==> config.mk <==
export PLATFORM = sky130hd
export DESIGN_NAME = lud_queue
export DESIGN_NICKNAME = d
export VERILOG_FILES = /design/src/rtl/core/lud_pkg.sv /design/src/rtl/core/lud_queue.sv
export VERILOG_INCLUDE_DIRS = /design/src /design/src/rtl/core
export SDC_FILE = /design/constraint.sdc
export NUM_CORES = 1
export LEC_CHECK = 0
export BUFFER_PORTS_ARGS = -buffer_cell sky130_fd_sc_hd__clkbuf_2
export CAP_MARGIN = 10
export CORE_UTILIZATION = 45
export CTS_CLUSTER_DIAMETER = 80
export DETAILED_ROUTE_END_ITERATION = 10
export HOLD_SLACK_MARGIN = 0.12
export SYNTH_ARGS = -nofsm -noshare
export SYNTH_HDL_FRONTEND = slang
export SYNTH_SLANG_ARGS = --single-unit
export TNS_END_PERCENT = 30
==> constraint.sdc <==
create_clock -name clk -period 3.25 [get_ports clk]
set_input_delay 0.975 -clock clk [delete_from_list [all_inputs] [get_ports clk]]
set_output_delay 0.975 -clock clk [all_outputs]
set_load 0.05 [all_outputs]
==> src/rtl/core/anamorphic_lens_undistort_point_unit_macros.svh <==
// ---------------------------------------------------------------------------
// Assertion macros for the anamorphic lens point unit
// Concurrent assertion shorthands, clocked and disabled in reset.
// ---------------------------------------------------------------------------
`ifndef ANAMORPHIC_LENS_UNDISTORT_POINT_UNIT_MACROS_SVH
`define ANAMORPHIC_LENS_UNDISTORT_POINT_UNIT_MACROS_SVH

// Antecedent implies consequent in the same cycle.
`define LUD_ASSERT_IMP(lbl, clk_s, rst_s, ante, cons, msg) \
	lbl: assert property (@(posedge clk_s) disable iff (!rst_s) (ante) |-> (cons)) \
		else $error(msg);

// Antecedent implies consequent in the following cycle.
`define LUD_ASSERT_NXT(lbl, clk_s, rst_s, ante, cons, msg) \
	lbl: assert property (@(posedge clk_s) disable iff (!rst_s) (ante) |=> (cons)) \
		else $error(msg);

`endif

==> src/rtl/core/lud_pkg.sv <==
// ---------------------------------------------------------------------------
// Lens point unit package
// Shared types, constants and saturating arithmetic helpers.
// ---------------------------------------------------------------------------
package lud_pkg;

	localparam int DATA_W          = 64;
	localparam int WORD_W          = 32;
	localparam int FRAC_BITS_DEF   = 28;
	localparam int COORD_WIDTH_DEF = 32;
	localparam int QUEUE_DEPTH     = 4;
	localparam int CFG_INDEX_W     = 3;

	localparam logic signed [DATA_W-1:0] SAT_MAX = {1'b0, {(DATA_W-1){1'b1}}};
	localparam logic signed [DATA_W-1:0] SAT_MIN = {1'b1, {(DATA_W-1){1'b0}}};

	localparam logic [DATA_W-1:0] RST_ROTATION = 64'h0000_0000_1000_0000;
	localparam logic [DATA_W-1:0] RST_SQUEEZE  = 64'h1000_0000_1000_0000;
	localparam logic [WORD_W-1:0] RST_INV_ASP  = 32'h1000_0000;

	typedef enum logic [CFG_INDEX_W-1:0] {
		REG_COEF_XQ   = 3'd0,
		REG_COEF_YQ   = 3'd1,
		REG_COEF_X4   = 3'd2,
		REG_COEF_Y4   = 3'd3,
		REG_FOURFOLD  = 3'd4,
		REG_ROTATION  = 3'd5,
		REG_SQUEEZE   = 3'd6,
		REG_INV_ASP   = 3'd7
	} lud_reg_t;

	typedef struct packed {
		logic signed [WORD_W-1:0] cx02;
		logic signed [WORD_W-1:0] cx22;
		logic signed [WORD_W-1:0] cy02;
		logic signed [WORD_W-1:0] cy22;
		logic signed [WORD_W-1:0] cx04;
		logic signed [WORD_W-1:0] cx24;
		logic signed [WORD_W-1:0] cy04;
		logic signed [WORD_W-1:0] cy24;
		logic signed [WORD_W-1:0] cx44;
		logic signed [WORD_W-1:0] cy44;
		logic signed [WORD_W-1:0] cos_a;
		logic signed [WORD_W-1:0] sin_a;
		logic signed [WORD_W-1:0] qx;
		logic signed [WORD_W-1:0] qy;
		logic signed [WORD_W-1:0] inva;
	} lud_coef_t;

	typedef struct packed {
		logic signed [DATA_W-1:0] px;
		logic signed [DATA_W-1:0] py;
		logic                     origin;
	} lud_entry_t;

	typedef struct packed {
		logic                     ov;
		logic signed [DATA_W-1:0] v;
	} lud_sat_t;

	function automatic lud_sat_t sat_add(input logic signed [DATA_W-1:0] a,
		input logic signed [DATA_W-1:0] b);
		logic [DATA_W:0] s;
		lud_sat_t r;
		s = {a[DATA_W-1], a} + {b[DATA_W-1], b};
		r.ov = s[DATA_W] ^ s[DATA_W-1];
		r.v  = r.ov ? (s[DATA_W] ? SAT_MIN : SAT_MAX) : s[DATA_W-1:0];
		return r;
	endfunction

	function automatic lud_sat_t sat_sub(input logic signed [DATA_W-1:0] a,
		input logic signed [DATA_W-1:0] b);
		logic [DATA_W:0] s;
		lud_sat_t r;
		s = {a[DATA_W-1], a} - {b[DATA_W-1], b};
		r.ov = s[DATA_W] ^ s[DATA_W-1];
		r.v  = r.ov ? (s[DATA_W] ? SAT_MIN : SAT_MAX) : s[DATA_W-1:0];
		return r;
	endfunction

	// Six times a value, saturated; equal to doubling, doubling and adding back.
	function automatic lud_sat_t sat_mul6(input logic signed [DATA_W-1:0] a);
		logic [DATA_W+2:0] e;
		logic [DATA_W+2:0] w;
		lud_sat_t r;
		e = {{3{a[DATA_W-1]}}, a};
		w = (e << 2) + (e << 1);
		r.ov = !(w[DATA_W+2:DATA_W-1] == 4'b0000 || w[DATA_W+2:DATA_W-1] == 4'b1111);
		r.v  = r.ov ? (w[DATA_W+2] ? SAT_MIN : SAT_MAX) : w[DATA_W-1:0];
		return r;
	endfunction

endpackage

==> src/rtl/core/lud_queue.sv <==
// ---------------------------------------------------------------------------
// Lens point unit queue
// Short FIFO that decouples the front end from the arithmetic back end.
// ---------------------------------------------------------------------------
module lud_queue (
	input  logic                clk,
	input  logic                arst_n,
	input  logic                push_valid,
	output logic                push_ready,
	input  lud_pkg::lud_entry_t push_data,
	output logic                pop_valid,
	input  logic                pop,
	output lud_pkg::lud_entry_t pop_data
);
	import lud_pkg::*;
	`include "anamorphic_lens_undistort_point_unit_macros.svh"

	localparam int PTR_W = $clog2(QUEUE_DEPTH);
	localparam int CNT_W = $clog2(QUEUE_DEPTH + 1);
	localparam logic [PTR_W-1:0] LAST = PTR_W'(QUEUE_DEPTH - 1);

	lud_entry_t       mem_q [QUEUE_DEPTH];
	logic [PTR_W-1:0] wr_q, rd_q;
	logic [CNT_W-1:0] cnt_q;
	logic             push;

	assign push_ready = cnt_q != CNT_W'(QUEUE_DEPTH);
	assign pop_valid  = cnt_q != '0;
	assign push       = push_valid && push_ready;
	assign pop_data   = mem_q[rd_q];

	always_ff @(posedge clk or negedge arst_n) begin
		if (!arst_n) begin
			wr_q  <= '0;
			rd_q  <= '0;
			cnt_q <= '0;
		end else begin
			if (push) begin
				wr_q <= (wr_q == LAST) ? '0 : wr_q + 1'b1;
			end
			if (pop) begin
				rd_q <= (rd_q == LAST) ? '0 : rd_q + 1'b1;
			end
			unique case ({push, pop})
				2'b10:   cnt_q <= cnt_q + 1'b1;
				2'b01:   cnt_q <= cnt_q - 1'b1;
				default: cnt_q <= cnt_q;
			endcase
		end
	end

	always_ff @(posedge clk) begin
		if (push) begin
			mem_q[wr_q] <= push_data;
		end
	end

	`LUD_ASSERT_IMP(a_cnt_bound, clk, arst_n, 1'b1, cnt_q <= CNT_W'(QUEUE_DEPTH), "queue count beyond depth")
	`LUD_ASSERT_IMP(a_pop_nonempty, clk, arst_n, pop, cnt_q != '0, "pop from empty queue")
	`LUD_ASSERT_NXT(a_cnt_grow, clk, arst_n, push && !pop, cnt_q == $past(cnt_q) + 1'b1, "queue count did not grow")
endmodule

==> flow_summary.ini <==
[worst_setup_path]
max_stage_delay_ns = 0.50
path_delay_family = buffers and inverters
critPathRequiredTime_ns = 2.27
critPathKind = reg -> out
critPathMaxFanout = 15
critPathSlowestCell = mux4_2
cp-end-kind = primary output
crit_arrival_ns = 2.21
path_depth = 4
start_kind = flop
cp_num_buf_inv = 3
ff2ff_path_depth = 9
cp_cell_sequence = buf_12 -> bufbuf_16 -> mux4_2 -> clkbuf_4

[route]
via_count = 8517
detail_route.vias_per_cell = 5.307
dr.pass1.iters = 4
wl_mm = 35.84
drc = 0
wire_per_inst_um = 22.33
first_iter_violations = 457
final_antenna_net_count = 0

[pwr]
p_clk_share_pct = 21.9
leakage_nw = 7.959
power_mw = 25.14
switching_share_pct = 37.70
p_per_area_nw_per_um2 = 1080
combPwrFrac_pct = 41.6
p_switching_mw = 9.476
p_int_mw = 15.66
seqPwrFrac_pct = 36.5
ir_drop_v = 0.0006483

[cts]
cts_root_buf = clkbuf_16
clockBufferDepth = 3
htreeDepth = 2
clkSlewWorstSetupHoldPaths_ns = 0.06
cts_tree = built
clkLatencyLatePin_ns = 0.58
cts_buffers = 52
clock-sinks = 523

[synthesis]
yosys_register_bits = 523
synth_cells = 712
yosys.area.top_type = edfxtp_1
ys.warnings.count = 0
synthTopCellsByArea = edfxtp_1 (81%), mux4_2 (15%), dfrtp_1 (0.92%)
avgSynthCellArea_um2 = 26.76
yosysSeqAreaShare_pct = 82.23
synth_nets = 852
syn-cell-area_um2 = 19060
yosysTopAreaCellShare_pct = 81.31
yosys.cell_types.count = 21

[die]
chipWidth_um = 207.8
die_h_um = 207.8
initial_core_util_pct = 45.53
die-area_um2 = 43170
num_io_pins = 264
rows = 75
core_area_um2 = 41850

[sta]
clock.fmax_mhz = 314.2
hold_viol_final = 0
grt_setup_unrepaired = yes
tightest_slew_ns = 0.6032
setup-violations-final = 0
final_max_slew_viol_count = 0
fin_crit_ns = 3.183
setup_tns_ns = 0
slew_headroom_pct = 59.79
timing.final.crit_share_pct = 97.93
skew_ns = 0.01095

[finish]
syn_to_final_growth_pct = 22.15
final_common_cell = edfxtp_1
postLayoutCellArea_um2 = 23280
nets = 1165
utilization_pct = 55.61
finalNonFillerCells = 1605
final_cell_mix = edfxtp_1 (516), clkbuf_2 (156), mux4_2 (129)
antenna_cells = 0
layout-drive-gt1-share_pct = 47.00

[placed_design]
dpl.hpwl_mm = 20.98
placed_cell_area_um2 = 21190
place.gp.congestion = 0.7424
dp_cells = 1504
port_buffers = 263

[grt]
grt_pass1_vias = 8929
grt_use_total_pct = 16.84
antenna_found_initial = 3
grt_pass1_wl_mm = 54.19
grt_max_degree = 83
gr-total-overflow = 0

[run]
maxCapViolCount = 0

[outcome]
status = finished clean

[worst_hold_path]
hold_path.class = in -> async
## final timing paths
kind                                from            end  slack [ns]
worst max-delay path             rd_q[0]  pop_data[101]        0.07
worst min-delay path              arst_n       cnt_q[2]        0.23
worst max register to register  cnt_q[0]       cnt_q[2]        1.05
max in group asynchronous         arst_n        rd_q[1]        2.83
worst min register to register  cnt_q[2]       cnt_q[2]        0.48
min in group clk                cnt_q[2]       cnt_q[2]        0.48
## worst reg2reg max path: stages, from the launching register on
cell	delay, ns
dfrtp_1	0.42
or3b_4	0.44
and2_4	0.20
inv_1	0.05
ha_1	0.16
inv_1	0.06
fa_1	0.37
xor2_1	0.17
nor2_1	0.12
xor2_1	0.15
## layer usage
layer / vias to the layer above / GRT usage (%) / wire length (um) / part of all wire, %
li1: 3728 / - / - / -
met1: 4481 / 22.62 / 15120 / 42
met3: 60 / 5.053 / 2585 / 7.2
met5: - / 0 / 48 / 0.13
met4: 6 / 5.313 / 692 / 1.9
met2: 242 / 26.64 / 17400 / 49
## layout make-up
class,count,area (um^2)
clock buffer,65,1371
clock inverter,30,195.2
fill,3154,18580
inverter,6,22.52
multi-input combinational,154,3173
sequential,523,15680
tap,539,674.4
timing repair buffer,288,2162
## through the flow
step,hold WS [ns],worst slack [ns]
4_1_cts,0.1872,-0.01236
6_report,0.2282,0.06740
3_3_place_gp,0.4680,0.5549
2_1_floorplan,0.4494,0.2265
3_5_place_dp,0.4698,0.5333
5_1_grt,0.2065,-0.03791
## timing repair
item / 4_1_cts / 5_1_grt
pin swaps: 0 / 0
setup buffers: 5 / 0
endpoints found under the hold margin: 0 / 0
cloned: 1 / 0
setup endpoints to repair: 127 / 106
resized for setup: 95 / 108
hold buffers: 0 / 0
## power groups by stage
stage / combinational (mW) / clock, mW / sequential [mW]
final: 10.4 / 5.52 / 9.17
after floorplan: 7.38 / 0 / 9.28
after CTS: 10.4 / 5.68 / 9.19
after global placement: 9.69 / 0 / 9.30
after global routing: 10.9 / 5.92 / 9.27
after detailed placement: 9.68 / 0 / 9.36
## Yosys cell counts
library cell / instances
and2_4: 1
or3_2: 1
mux4_2: 129
buf_6: 10
buf_1: 3
clkbuf_1: 1
inv_1: 6
xor2_1: 2
xnor2_1: 1
fa_1: 1
mux2_4: 2
or3b_4: 1
edfxtp_1: 516
buf_2: 14
buf_4: 1
mux2_2: 2
dfrtp_1: 7
ha_1: 6
and3_2: 4
mux2i_1: 1
nor2_1: 3
## sequential cells by signal (all words and copies together) (netlist names)
name	cells
mem_q	516
rd_q	2
wr_q	2
cnt_q	3
## logic make-up after synthesis
kind of cell             share of synthesized area, %
flip-flops                                      82.23
XOR/XNOR                                       0.1379
AND/OR/NAND/NOR                                0.3612
buffers and inverters                           1.195
multiplexers                                    15.57
adder cells (fa/ha/maj)                        0.4990
No activity file was read; power rests on OpenSTA's default activity.
