$ cat config.mk
export PLATFORM = sky130hd
export DESIGN_NAME = lud_front_flat
export DESIGN_NICKNAME = d
export VERILOG_FILES = /design/src/rtl/core/anamorphic_lens_undistort_point_unit_macros.svh /design/src/rtl/core/lud_pkg.sv /design/src/rtl/core/lud_if.sv /design/src/rtl/core/lud_front.sv /design/src/flat_wrapper.sv
export SDC_FILE = /design/constraint.sdc
export NUM_CORES = 1
export LEC_CHECK = 0
export BUFFER_PORTS_ARGS = -buffer_cell sky130_fd_sc_hd__buf_2
export CORE_UTILIZATION = 35
export DETAILED_ROUTE_END_ITERATION = 6
export GPL_ROUTABILITY_DRIVEN = 0
export PLACE_DENSITY_LB_ADDON = 0.12
export SYNTH_ARGS = -nofsm -noshare
export SYNTH_HDL_FRONTEND = slang
export SYNTH_SLANG_ARGS = --single-unit
$ cat constraint.sdc
create_clock -name clk -period 3 [get_ports clk]
set_input_delay 0.6 -clock clk [delete_from_list [all_inputs] [get_ports clk]]
set_output_delay 0.6 -clock clk [all_outputs]
set_load 0.01 [all_outputs]
$ cat src/rtl/core/anamorphic_lens_undistort_point_unit_macros.svh
// ---------------------------------------------------------------------------
// Assertion macros for the anamorphic lens point unit
// Concurrent assertion shorthands, clocked and disabled in reset.
// ---------------------------------------------------------------------------
`ifndef ANAMORPHIC_LENS_UNDISTORT_POINT_UNIT_MACROS_SVH
`define ANAMORPHIC_LENS_UNDISTORT_POINT_UNIT_MACROS_SVH

// Antecedent implies consequent in the same cycle.
`define LUD_ASSERT_IMP(lbl, clk_s, rst_s, ante, cons, msg) \
	lbl: assert property (@(posedge clk_s) disable iff (!rst_s) (ante) |-> (cons)) \
		else $error(msg);

// Antecedent implies consequent in the following cycle.
`define LUD_ASSERT_NXT(lbl, clk_s, rst_s, ante, cons, msg) \
	lbl: assert property (@(posedge clk_s) disable iff (!rst_s) (ante) |=> (cons)) \
		else $error(msg);

`endif

$ cat src/rtl/core/lud_pkg.sv
// ---------------------------------------------------------------------------
// Lens point unit package
// Shared types, constants and saturating arithmetic helpers.
// ---------------------------------------------------------------------------
package lud_pkg;

	localparam int DATA_W          = 64;
	localparam int WORD_W          = 32;
	localparam int FRAC_BITS_DEF   = 28;
	localparam int COORD_WIDTH_DEF = 32;
	localparam int QUEUE_DEPTH     = 4;
	localparam int CFG_INDEX_W     = 3;

	localparam logic signed [DATA_W-1:0] SAT_MAX = {1'b0, {(DATA_W-1){1'b1}}};
	localparam logic signed [DATA_W-1:0] SAT_MIN = {1'b1, {(DATA_W-1){1'b0}}};

	localparam logic [DATA_W-1:0] RST_ROTATION = 64'h0000_0000_1000_0000;
	localparam logic [DATA_W-1:0] RST_SQUEEZE  = 64'h1000_0000_1000_0000;
	localparam logic [WORD_W-1:0] RST_INV_ASP  = 32'h1000_0000;

	typedef enum logic [CFG_INDEX_W-1:0] {
		REG_COEF_XQ   = 3'd0,
		REG_COEF_YQ   = 3'd1,
		REG_COEF_X4   = 3'd2,
		REG_COEF_Y4   = 3'd3,
		REG_FOURFOLD  = 3'd4,
		REG_ROTATION  = 3'd5,
		REG_SQUEEZE   = 3'd6,
		REG_INV_ASP   = 3'd7
	} lud_reg_t;

	typedef struct packed {
		logic signed [WORD_W-1:0] cx02;
		logic signed [WORD_W-1:0] cx22;
		logic signed [WORD_W-1:0] cy02;
		logic signed [WORD_W-1:0] cy22;
		logic signed [WORD_W-1:0] cx04;
		logic signed [WORD_W-1:0] cx24;
		logic signed [WORD_W-1:0] cy04;
		logic signed [WORD_W-1:0] cy24;
		logic signed [WORD_W-1:0] cx44;
		logic signed [WORD_W-1:0] cy44;
		logic signed [WORD_W-1:0] cos_a;
		logic signed [WORD_W-1:0] sin_a;
		logic signed [WORD_W-1:0] qx;
		logic signed [WORD_W-1:0] qy;
		logic signed [WORD_W-1:0] inva;
	} lud_coef_t;

	typedef struct packed {
		logic signed [DATA_W-1:0] px;
		logic signed [DATA_W-1:0] py;
		logic                     origin;
	} lud_entry_t;

	typedef struct packed {
		logic                     ov;
		logic signed [DATA_W-1:0] v;
	} lud_sat_t;

	function automatic lud_sat_t sat_add(input logic signed [DATA_W-1:0] a,
		input logic signed [DATA_W-1:0] b);
		logic [DATA_W:0] s;
		lud_sat_t r;
		s = {a[DATA_W-1], a} + {b[DATA_W-1], b};
		r.ov = s[DATA_W] ^ s[DATA_W-1];
		r.v  = r.ov ? (s[DATA_W] ? SAT_MIN : SAT_MAX) : s[DATA_W-1:0];
		return r;
	endfunction

	function automatic lud_sat_t sat_sub(input logic signed [DATA_W-1:0] a,
		input logic signed [DATA_W-1:0] b);
		logic [DATA_W:0] s;
		lud_sat_t r;
		s = {a[DATA_W-1], a} - {b[DATA_W-1], b};
		r.ov = s[DATA_W] ^ s[DATA_W-1];
		r.v  = r.ov ? (s[DATA_W] ? SAT_MIN : SAT_MAX) : s[DATA_W-1:0];
		return r;
	endfunction

	// Six times a value, saturated; equal to doubling, doubling and adding back.
	function automatic lud_sat_t sat_mul6(input logic signed [DATA_W-1:0] a);
		logic [DATA_W+2:0] e;
		logic [DATA_W+2:0] w;
		lud_sat_t r;
		e = {{3{a[DATA_W-1]}}, a};
		w = (e << 2) + (e << 1);
		r.ov = !(w[DATA_W+2:DATA_W-1] == 4'b0000 || w[DATA_W+2:DATA_W-1] == 4'b1111);
		r.v  = r.ov ? (w[DATA_W+2] ? SAT_MIN : SAT_MAX) : w[DATA_W-1:0];
		return r;
	endfunction

endpackage

$ cat src/rtl/core/lud_if.sv
// ---------------------------------------------------------------------------
// Lens point unit channel interfaces
// Valid/ready channels for input points and mapped results.
// ---------------------------------------------------------------------------
interface lud_point_if #(parameter int COORD_WIDTH = lud_pkg::COORD_WIDTH_DEF) ();
	logic                          valid;
	logic                          ready;
	logic signed [COORD_WIDTH-1:0] point_x;
	logic signed [COORD_WIDTH-1:0] point_y;

	modport source(output valid, output point_x, output point_y, input ready);
	modport sink(input valid, input point_x, input point_y, output ready);
endinterface


$ cat src/rtl/core/lud_front.sv
// ---------------------------------------------------------------------------
// Lens point unit front end
// Takes input points, widens them and marks points at the origin.
// ---------------------------------------------------------------------------
module lud_front (
	input  logic                clk,
	input  logic                arst_n,
	lud_point_if.sink           point,
	output logic                push_valid,
	input  logic                push_ready,
	output lud_pkg::lud_entry_t push_data
);
	import lud_pkg::*;

	logic       vld_q;
	lud_entry_t entry_q;
	logic       take;

	assign point.ready = !vld_q || push_ready;
	assign take        = point.valid && point.ready;
	assign push_valid  = vld_q;
	assign push_data   = entry_q;

	always_ff @(posedge clk or negedge arst_n) begin
		if (!arst_n) begin
			vld_q <= 1'b0;
		end else if (point.ready) begin
			vld_q <= point.valid;
		end
	end

	always_ff @(posedge clk) begin
		if (take) begin
			entry_q.px     <= DATA_W'(point.point_x);
			entry_q.py     <= DATA_W'(point.point_y);
			entry_q.origin <= (point.point_x == '0) && (point.point_y == '0);
		end
	end
endmodule

$ cat src/flat_wrapper.sv
// flat-port wrapper written by rule: the top's interface ports become plain ports
module lud_front_flat import lud_pkg::*;
  (clk, arst_n, push_valid, push_ready, push_data, point_valid, point_point_x, point_point_y, point_ready);
  lud_point_if point_i ();
  input  logic clk;
  input  logic arst_n;
  output logic push_valid;
  input  logic push_ready;
  output lud_pkg::lud_entry_t push_data;
  input wire logic [$bits(point_i.valid)-1:0] point_valid;
  input wire logic [$bits(point_i.point_x)-1:0] point_point_x;
  input wire logic [$bits(point_i.point_y)-1:0] point_point_y;
  output wire logic [$bits(point_i.ready)-1:0] point_ready;
  assign point_i.valid = point_valid;
  assign point_i.point_x = point_point_x;
  assign point_i.point_y = point_point_y;
  assign point_ready = point_i.ready;
  lud_front u_core (.clk(clk), .arst_n(arst_n), .point(point_i), .push_valid(push_valid), .push_ready(push_ready), .push_data(push_data));
endmodule
==> flow_summary.toml, run 1 <==
[place]
placed_area_sq_mm = 0.003271
dp_hpwl_um = 4188
portBuffers = 198

[synth]
synth_area_leaders = "edfxtp_1 74%, buf_4 18%, nor4_1 3.6%"
ys_async_sr_fraction_pct = 1.515
postSynthCellCount = 154
yosys_warnings = 0
synth_seq_cells = 66
synthesis.nets = 222
synth_cell_types = 8
synth_top_area_share_pct = 74.50
yosysSeqAreaShare_pct = 75.45
synth-edff-count = 65
synth_top_cell_by_area = "edfxtp_1"
yosysMostFrequentCell = "edfxtp_1"
netlist_area_sq_mm = 0.002620
synthFlopType = "edfxtp_1"
syn_area_per_cell_sq_um = 17.01
yosys-top-cells-count = "65 x edfxtp_1, 64 x buf_4, 15 x nor4_1"

[timing]
setup_tns_ns = 0
max_freq_mhz = 512.1
setup_viol = 0
grt_setup_unrepaired = "no"
drv_slew = 0
worst_pin_slew_ns = 0.6470
post-route-period-util_pct = 65.10
relSlewSlack_pct = 56.86
fin_skew_ns = 0.005727
period_needed_ns = 1.953
hold_viol = 0

[floorplanning]
row_count = 31
dieArea_sq_mm = 0.007836
dieWidth_um = 88.52
core_sq_mm = 0.007253
fp.dieH_um = 88.52
floorplan.initialDensity_pct = 36.12
io_pins = 199

[drt]
route.detailed.drc = 0
vias_per_cell = 4.235
drt_wl_total_um = 5428
drt_first_pass_iters = 4
via_count = 1715
final_antenna_net_count = 0
drt_iter0_markers = 62
wl_per_cell_um = 13.40

[grt]
grt.total_usage_pct = 13.78
antenna_found_initial = 0
grt_max_degree = 41
grt_pass1_vias = 1458
grt-ovfl-total = 0
grt_pass1_wl_um = 7424

[critical_path]
critPathLaunchType = "flop"
cp-end-kind = "output port"
cp_num_buf_inv = 1
startpoint = "u_core.push_data[96]$_DFFE_PP_"
worstPathMaxFanout = 33
cp.required_ns = 2.40
cpPeakStageDelay_ns = 0.77
criticalPathCategory = "flop to output port"
cpMaxStageDelayCell = "edfxtp_1"
reg2reg_from = "u_core.push_valid$_DFFE_PN0N_"
cp_cell_sequence = "buf_2"
critPathArrivalTime_ns = 1.35
crit_family = "flip-flops"

[finish]
multi_input_area_sq_um = 163.9
fillers = 686
synthToLayoutAreaGrowth_pct = 32.19
final_area_sq_mm = 0.003463
drive_gt1_share_pct = 70.92
ff_latch_area_sq_mm = 0.001977
nets = 370
n_antenna_cell = 0

[clock_tree]
clkTransAtPathRegs_ns = 0.07
cts_tree = "built"
h-tree-depth = 3
cts_root_buf = "clkbuf_8"
cts_buffer_depth = 2
cts_buffers = 9
clkLatencyLatePin_ns = 0.34
clkSinkCount = 66

[power_and_ir_drop]
vdd_ir_drop_max_mv = 0.3725
power_uw = 2020
p_leak_uw = 0.001529
powerDensity_mw_per_mm2 = 583.1

[worst_hold_path]
hp-class = "primary input to flop"
min-delay-start = "point_point_x[19]"

[flow_run]
drv_cap = 0

[run_status]
status = "finished, final reports clean"
## final cells by class
cell class / count / share of cell area (%)
Multi-Input combinational cell: 24 / 4.733
Tap cell: 99 / 3.577
Clock buffer: 9 / 3.577
Timing Repair Buffer: 201 / 29.34
Sequential cell: 66 / 57.08
Clock inverter: 6 / 1.698
## registers in the layout (all words and copies together) (netlist names)
name               flops
u_core.push_valid      1
u_core.push_data      65
## placed cells by master, fill, tap and decap left out, types with 2 or more instances in the layout
cell	synthesis	layout
buf_2	0	198
buf_4	64	2
clkbuf_8	0	9
clkinv_2	0	2
clkinvlp_4	0	2
edfxtp_1	65	65
nand2b_1	2	2
nand4_1	4	4
nor4_1	15	15
nor4_2	2	2
## worst paths after layout
path,end,slack (ns),cells after the start
max,push_data[114],1.05,1
min,u_core.push_data[84]$_DFFE_PP_,0.45,1
max reg2reg,u_core.push_data[71]$_DFFE_PP_,1.56,3
min reg2reg,u_core.push_valid$_DFFE_PN0N_,0.53,2
max in group asynchronous,u_core.push_valid$_DFFE_PN0N_,2.36,2
min in group asynchronous,u_core.push_valid$_DFFE_PN0N_,0.56,2
## where the power goes
group / internal [uW] / total (uW) / switching, uW
sequential: 1070 / 1090 / 18.2
clock: 373 / 701 / 328
combinational: 97.5 / 227 / 129
total: 1540 / 2020 / 476
## metal layers
| metal | wire length (um) | vias up | track usage (%) |
|---|---|---|---|
| li1 | - | 809 | - |
| met1 | 1984 | 779 | 14.34 |
| met2 | 2749 | 116 | 22.66 |
| met3 | 585 | 11 | 6.530 |
| met4 | 109 | 0 | 8.358 |
| met5 | 0 | - | 0 |
## stage by stage
stage               util, %  setup WS [ns]  hold slack [ns]  cells
floorplan                 -         0.2271           0.3044    154
global placement      45.09          1.182           0.3752    389
detailed placement    45.09          1.155           0.3758    389
CTS                   47.75         0.9810           0.4251    405
global route          47.75         0.7610           0.4204    405
finish                47.75          1.047           0.4463    405
## timing repair
| action | 4_1_cts | 5_1_grt |
|---|---|---|
| hold endpoints to repair | 1 | 0 |
| resized for setup | 0 | 0 |
| buffers inserted | 0 | 0 |
| hold buffers | 1 | 0 |
## cells by family (layout without fill, tap and decap cells)
family	after synthesis	in the layout	synth area share [%]
buffers and inverters	64	216	18.34
DFF	66	66	75.45
and+or+nand+nor	24	24	6.208
Power figures use the tool's default switching activity.
==> inputs of run 2 (changes only) <==
- ABC_AREA: not set -> 1
- clock period: 3 -> 2 ns (I/O delays scaled with it)
==> run 2 against run 1 <==
Net effect: count of clock-buffer cells in the layout is 4 higher; sequential cell count stayed put; sequential share of layout area is 2.9 points lower.
==> flow_summary.toml, run 2 <==
[run_status]
status = "finished, final reports clean"

[place]
dpl.cell_count = 448
portBuffers = 198
dp_hpwl_um = 4103

[timing]
worst_pin_slew_ns = 0.6233
fin_skew_ns = 0.005570
setup_tns_ns = 0
period_needed_ns = 1.733
setup_viol = 0
post-route-period-util_pct = 86.64
drv_slew = 0
max_freq_mhz = 577.1
hold_viol = 0
grt_setup_unrepaired = "no"
relSlewSlack_pct = 58.45

[synth]
synth_area_leaders = "edfxtp_1 70%, buf_4 17%, nor2_1 4.2%"
ys_async_sr_fraction_pct = 1.515
postSynthCellCount = 210
synthesis.nets = 278
synth_top_cell_by_area = "edfxtp_1"
synthFlopType = "edfxtp_1"
synth_cell_types = 11
netlist_area_sq_mm = 0.002785
synth_seq_cells = 66
syn_area_per_cell_sq_um = 13.26
yosys_warnings = 0
yosysMostFrequentCell = "edfxtp_1"
yosys-top-cells-count = "65 x edfxtp_1, 64 x buf_4, 31 x nor2_1"
yosysSeqAreaShare_pct = 70.98
synth-edff-count = 65
synth_top_area_share_pct = 70.08

[worst_hold_path]
holdPathStages = 1
min-delay-start = "point_point_y[29]"
hp-class = "primary input to flop"

[critical_path]
criticalPathCategory = "flop to output port"
startpoint = "u_core.push_data[32]$_DFFE_PP_"
worstPathMaxFanout = 33
cp_cell_sequence = "buf_2"
crit_family = "flip-flops"
reg2reg_depth = 2
critPathLaunchType = "flop"
cp.required_ns = 1.60
cp-end-kind = "output port"
reg2reg_from = "u_core.push_valid$_DFFE_PN0N_"
cp_num_buf_inv = 1
critPathArrivalTime_ns = 1.33
critical_path_depth = 1
cpMaxStageDelayCell = "edfxtp_1"
cpPeakStageDelay_ns = 0.75

[grt]
grt_max_degree = 41
grt_pass1_vias = 1660
grt.total_usage_pct = 13.08
grt-ovfl-total = 0
antenna_found_initial = 0
grt_pass1_wl_um = 7859

[flow_run]
drv_cap = 0

[finish]
finish.utilization_pct = 47.25
largest_register_ffs = 65
n_antenna_cell = 0
drive_gt1_share_pct = 59.23
layout_common_cells = "198 x buf_2, 65 x edfxtp_1, 31 x nor2_1, 22 x inv_1, 18 x nand2_1"
fillers = 737
synthToLayoutAreaGrowth_pct = 31.09
nets = 426
final_cell_count_no_fill = 465
final_common_cell = "buf_2"

[drt]
drt_first_pass_iters = 4
vias_per_cell = 4.039
drt_iter0_markers = 73
route.detailed.drc = 0
drt_wl_total_um = 5360
wl_per_cell_um = 11.53
via_count = 1878
final_antenna_net_count = 0

[floorplanning]
floorplan.initialDensity_pct = 36.04
io_pins = 199
fp.dieH_um = 91.21
row_count = 32
dieArea_sq_mm = 0.008318
core_sq_mm = 0.007727
dieWidth_um = 91.21

[clock_tree]
clkSinkCount = 66
cts_root_buf = "clkbuf_8"
h-tree-depth = 3
cts_buffers = 9
cts_setup_buffers = 0
clkTransAtPathRegs_ns = 0.07
cts_buffer_depth = 2
cts_tree = "built"
cts_resized = 0
hold_buffers = 1
clkLatencyLatePin_ns = 0.34

[power_and_ir_drop]
p_leak_uw = 0.001735
vdd_ir_drop_max_mv = 0.4684
powerDensity_mw_per_mm2 = 836.7
run 2: cells by family (layout without fill, tap and decap cells):
| logic type | after synthesis | count (layout) | synth area share (%) |
|---|---|---|---|
| compound gates | 1 | 1 | 0.1795 |
| simple gates | 57 | 57 | 8.625 |
| buf+inv | 86 | 239 | 20.22 |
| flops | 66 | 66 | 70.98 |
run 2: cell type report:
type	instances	area, sq um	share of cell area, %
flip-flops and latches	66	1977	54.15
repair buffers	201	1028	28.17
multi-input cells	58	256.5	7.025
clock buffers	13	138.9	3.804
well taps	102	127.6	3.496
inverters	22	82.58	2.262
clock inverters	3	40.04	1.097
run 2: final timing paths:
kind,endpoint,slack (ns)
max in group asynchronous,u_core.push_valid$_DFFE_PN0N_,1.56
min in group asynchronous,u_core.push_valid$_DFFE_PN0N_,0.36
max,push_data[43],0.27
max reg2reg,u_core.push_data[93]$_DFFE_PP_,0.71
min reg2reg,u_core.push_valid$_DFFE_PN0N_,0.58
min,u_core.push_data[30]$_DFFE_PP_,0.25
run 2: report_power, final:
| group | switching, uW | internal, uW | leakage (uW) |
|---|---|---|---|
| clock | 480 | 574 | 0.0000914 |
| combinational | 207 | 158 | 0.00101 |
| sequential | 26.8 | 1610 | 0.000630 |
run 2: metal layers:
| metal | global-route usage, % | wire length, um | up-vias |
|---|---|---|---|
| li1 | - | - | 924 |
| met1 | 14.60 | 2156 | 827 |
| met2 | 20.27 | 2553 | 118 |
| met3 | 6.616 | 558 | 9 |
| met4 | 7.275 | 92 | 0 |
| met5 | 0 | 0 | - |
run 2: metrics by stage:
| step | instance area, sq um | setup WS (ns) | hold WS (ns) | power [uW] |
|---|---|---|---|---|
| after global placement | 3462 | 0.6307 | 0.1765 | 2032 |
| after global routing | 3651 | 0.09766 | 0.2253 | 3182 |
| final | 3651 | 0.2672 | 0.2501 | 3055 |
| after floorplan | 2796 | 0.008741 | 0.1044 | 1902 |
| after detailed placement | 3462 | 0.5928 | 0.1756 | 2037 |
| after CTS | 3651 | 0.2159 | 0.2332 | 3099 |
==> inputs of run 3 (changes only) <==
- ABC_AREA: 1 -> 0
- CORE_UTILIZATION: 35 -> 25
==> run 3 against run 2 <==
Net effect: die area up 31%; first-iteration DRC count down 33%; largest power group unchanged; final cell count fell by 4.7%; largest cell class unchanged; worst hold slack worse by 0.0033 ns; via count shrank 5.4%; sequential share of layout area increased by 1.9 points; clock skew up 0.0048 ns; global-route usage decreased by 2.6 points; utilization fell by 13 points; critical path depth unchanged; combinational power is 4% lower.
==> flow_summary.toml, run 3 (synthesis gave the netlist of run 1 again) <==
[finish]
drive_gt1_share_pct = 70.68
largest_register_ffs = 65
synthToLayoutAreaGrowth_pct = 34.57
final_common_cell = "buf_2"
final_area_sq_mm = 0.003526
final_cell_count_no_fill = 443
nets = 370
n_antenna_cell = 0
layout_common_cells = "198 x buf_2, 65 x edfxtp_1, 15 x nor4_1, 9 x clkbuf_8, 4 x nand4_1"

[grt]
grt.total_usage_pct = 10.50
grt-ovfl-total = 0
grt_pass1_wl_um = 8418
grt_pass1_vias = 1581
antenna_found_initial = 0
grt_max_degree = 42

[floorplanning]
row_count = 37
dieWidth_um = 104.4
fp.dieH_um = 104.4
dieArea_sq_mm = 0.01089
io_pins = 199
core_sq_mm = 0.01023
floorplan.initialDensity_pct = 25.61

[timing]
worst_pin_slew_ns = 0.6301
period_needed_ns = 1.743
hold_viol = 0
max_freq_mhz = 573.9
setup_tns_ns = 0
setup_viol = 0
grt_setup_unrepaired = "no"
post-route-period-util_pct = 87.13
drv_slew = 0
relSlewSlack_pct = 57.99
fin_skew_ns = 0.01039

[clock_tree]
h-tree-depth = 3
clkSinkCount = 66
cts_tree = "built"
clkLatencyLatePin_ns = 0.34
cts_root_buf = "clkbuf_8"
clkTransAtPathRegs_ns = 0.07
cts_buffers = 9
cts_buffer_depth = 2

[drt]
vias_per_cell = 4.011
drt_first_pass_iters = 3
drt_iter0_markers = 49
route.detailed.drc = 0
wl_per_cell_um = 13.02
via_count = 1777
final_antenna_net_count = 0
drt_wl_total_um = 5768

[critical_path]
crit_family = "flip-flops"
cp_num_buf_inv = 1
cp_cell_sequence = "buf_2"
critPathLaunchType = "flop"
cp.required_ns = 1.60
cpPeakStageDelay_ns = 0.76
worstPathMaxFanout = 33
critPathArrivalTime_ns = 1.34
cpMaxStageDelayCell = "edfxtp_1"
criticalPathCategory = "flop to output port"
cp-end-kind = "output port"

[power_and_ir_drop]
powerDensity_mw_per_mm2 = 867.9
vdd_ir_drop_max_mv = 0.3314
p_leak_uw = 0.001534

[flow_run]
drv_cap = 0

[place]
dp_hpwl_um = 4478
dpl.cell_count = 426
portBuffers = 198
placed_area_sq_mm = 0.003329

[run_status]
status = "finished, final reports clean"

[worst_hold_path]
hp-class = "primary input to flop"
[run 3: changes by cell type in the layout (fill, tap and decap cells not counted), moves of 2 or more]
cell	before	now
nor4_2	0	2
nand2b_1	0	2
clkbuf_1	4	2
nand2_1	18	0
and2_1	3	0
nor2_1	31	0
inv_1	22	0
clkinvlp_4	0	2
nor4_1	0	15
[run 3: worst reg2reg max path: cells and delay by family, from the launching register on]
family	cells	cell delay, ns
simple gates	2	0.33
flops	1	0.40
buf+inv	1	0.33
[run 3: per-layer routing]
| layer | global-route usage, % | part of all wire (%) | vias to the layer above |
|---|---|---|---|
| li1 | - | - | 811 |
| met1 | 11.44 | 40 | 826 |
| met2 | 17.12 | 48 | 130 |
| met3 | 4.135 | 10 | 10 |
| met4 | 6.429 | 2.4 | 0 |
| met5 | 0 | 0 | - |
[run 3: stage by stage]
| stage | hold slack (ns) | power, uW | utilization (%) | setup slack [ns] |
|---|---|---|---|---|
| 6_report | 0.2467 | 3060 | 34.46 | 0.2574 |
| 5_1_grt | 0.2226 | 3183 | 34.46 | 0.1073 |
| 3_5_place_dp | 0.1792 | 2023 | 32.54 | 0.3616 |
| 4_1_cts | 0.2332 | 3101 | 34.46 | 0.1963 |
| 2_1_floorplan | 0.1044 | 1880 | - | 0.1356 |
| 3_3_place_gp | 0.1758 | 2025 | 32.54 | 0.3315 |
[run 3: what timing repair did]
| action | 4_1_cts | 5_1_grt |
|---|---|---|
| setup endpoints to repair | 0 | 0 |
| resized for setup | 0 | 0 |
| buffers inserted | 0 | 0 |
| hold buffers | 1 | 0 |
| hold endpoints to repair | 1 | 0 |
[run 3: worst paths after layout]
kind                            cells after the start                              to  slack (ns)                            from
worst min register to register                      2   u_core.push_valid$_DFFE_PN0N_        0.59   u_core.push_valid$_DFFE_PN0N_
min in group asynchronous                           2   u_core.push_valid$_DFFE_PN0N_        0.38                          arst_n
worst max-delay path                                1                  push_data[101]        0.26  u_core.push_data[96]$_DFFE_PP_
worst max register to register                      3  u_core.push_data[86]$_DFFE_PP_        0.62   u_core.push_valid$_DFFE_PN0N_
worst min-delay path                                1   u_core.push_data[2]$_DFFE_PP_        0.25                point_point_y[1]
max in group asynchronous                           2   u_core.push_valid$_DFFE_PN0N_        1.53                          arst_n
[run 3: report_power, final]
part | total, uW | internal, uW | switching [uW]
logic | 348 | 150 | 198
clock network | 1070 | 572 | 501
registers | 1640 | 1610 | 28.8
[run 3: final cells by class]
| cell class | count | area, sq um |
|---|---|---|
| clock buffers | 11 | 131.4 |
| flip-flops and latches | 66 | 1977 |
| multi-input cells | 24 | 163.9 |
| repair buffers | 201 | 1028 |
| well taps | 136 | 170.2 |
| clock inverters | 5 | 55.05 |
| fillers | 1014 | 6705 |
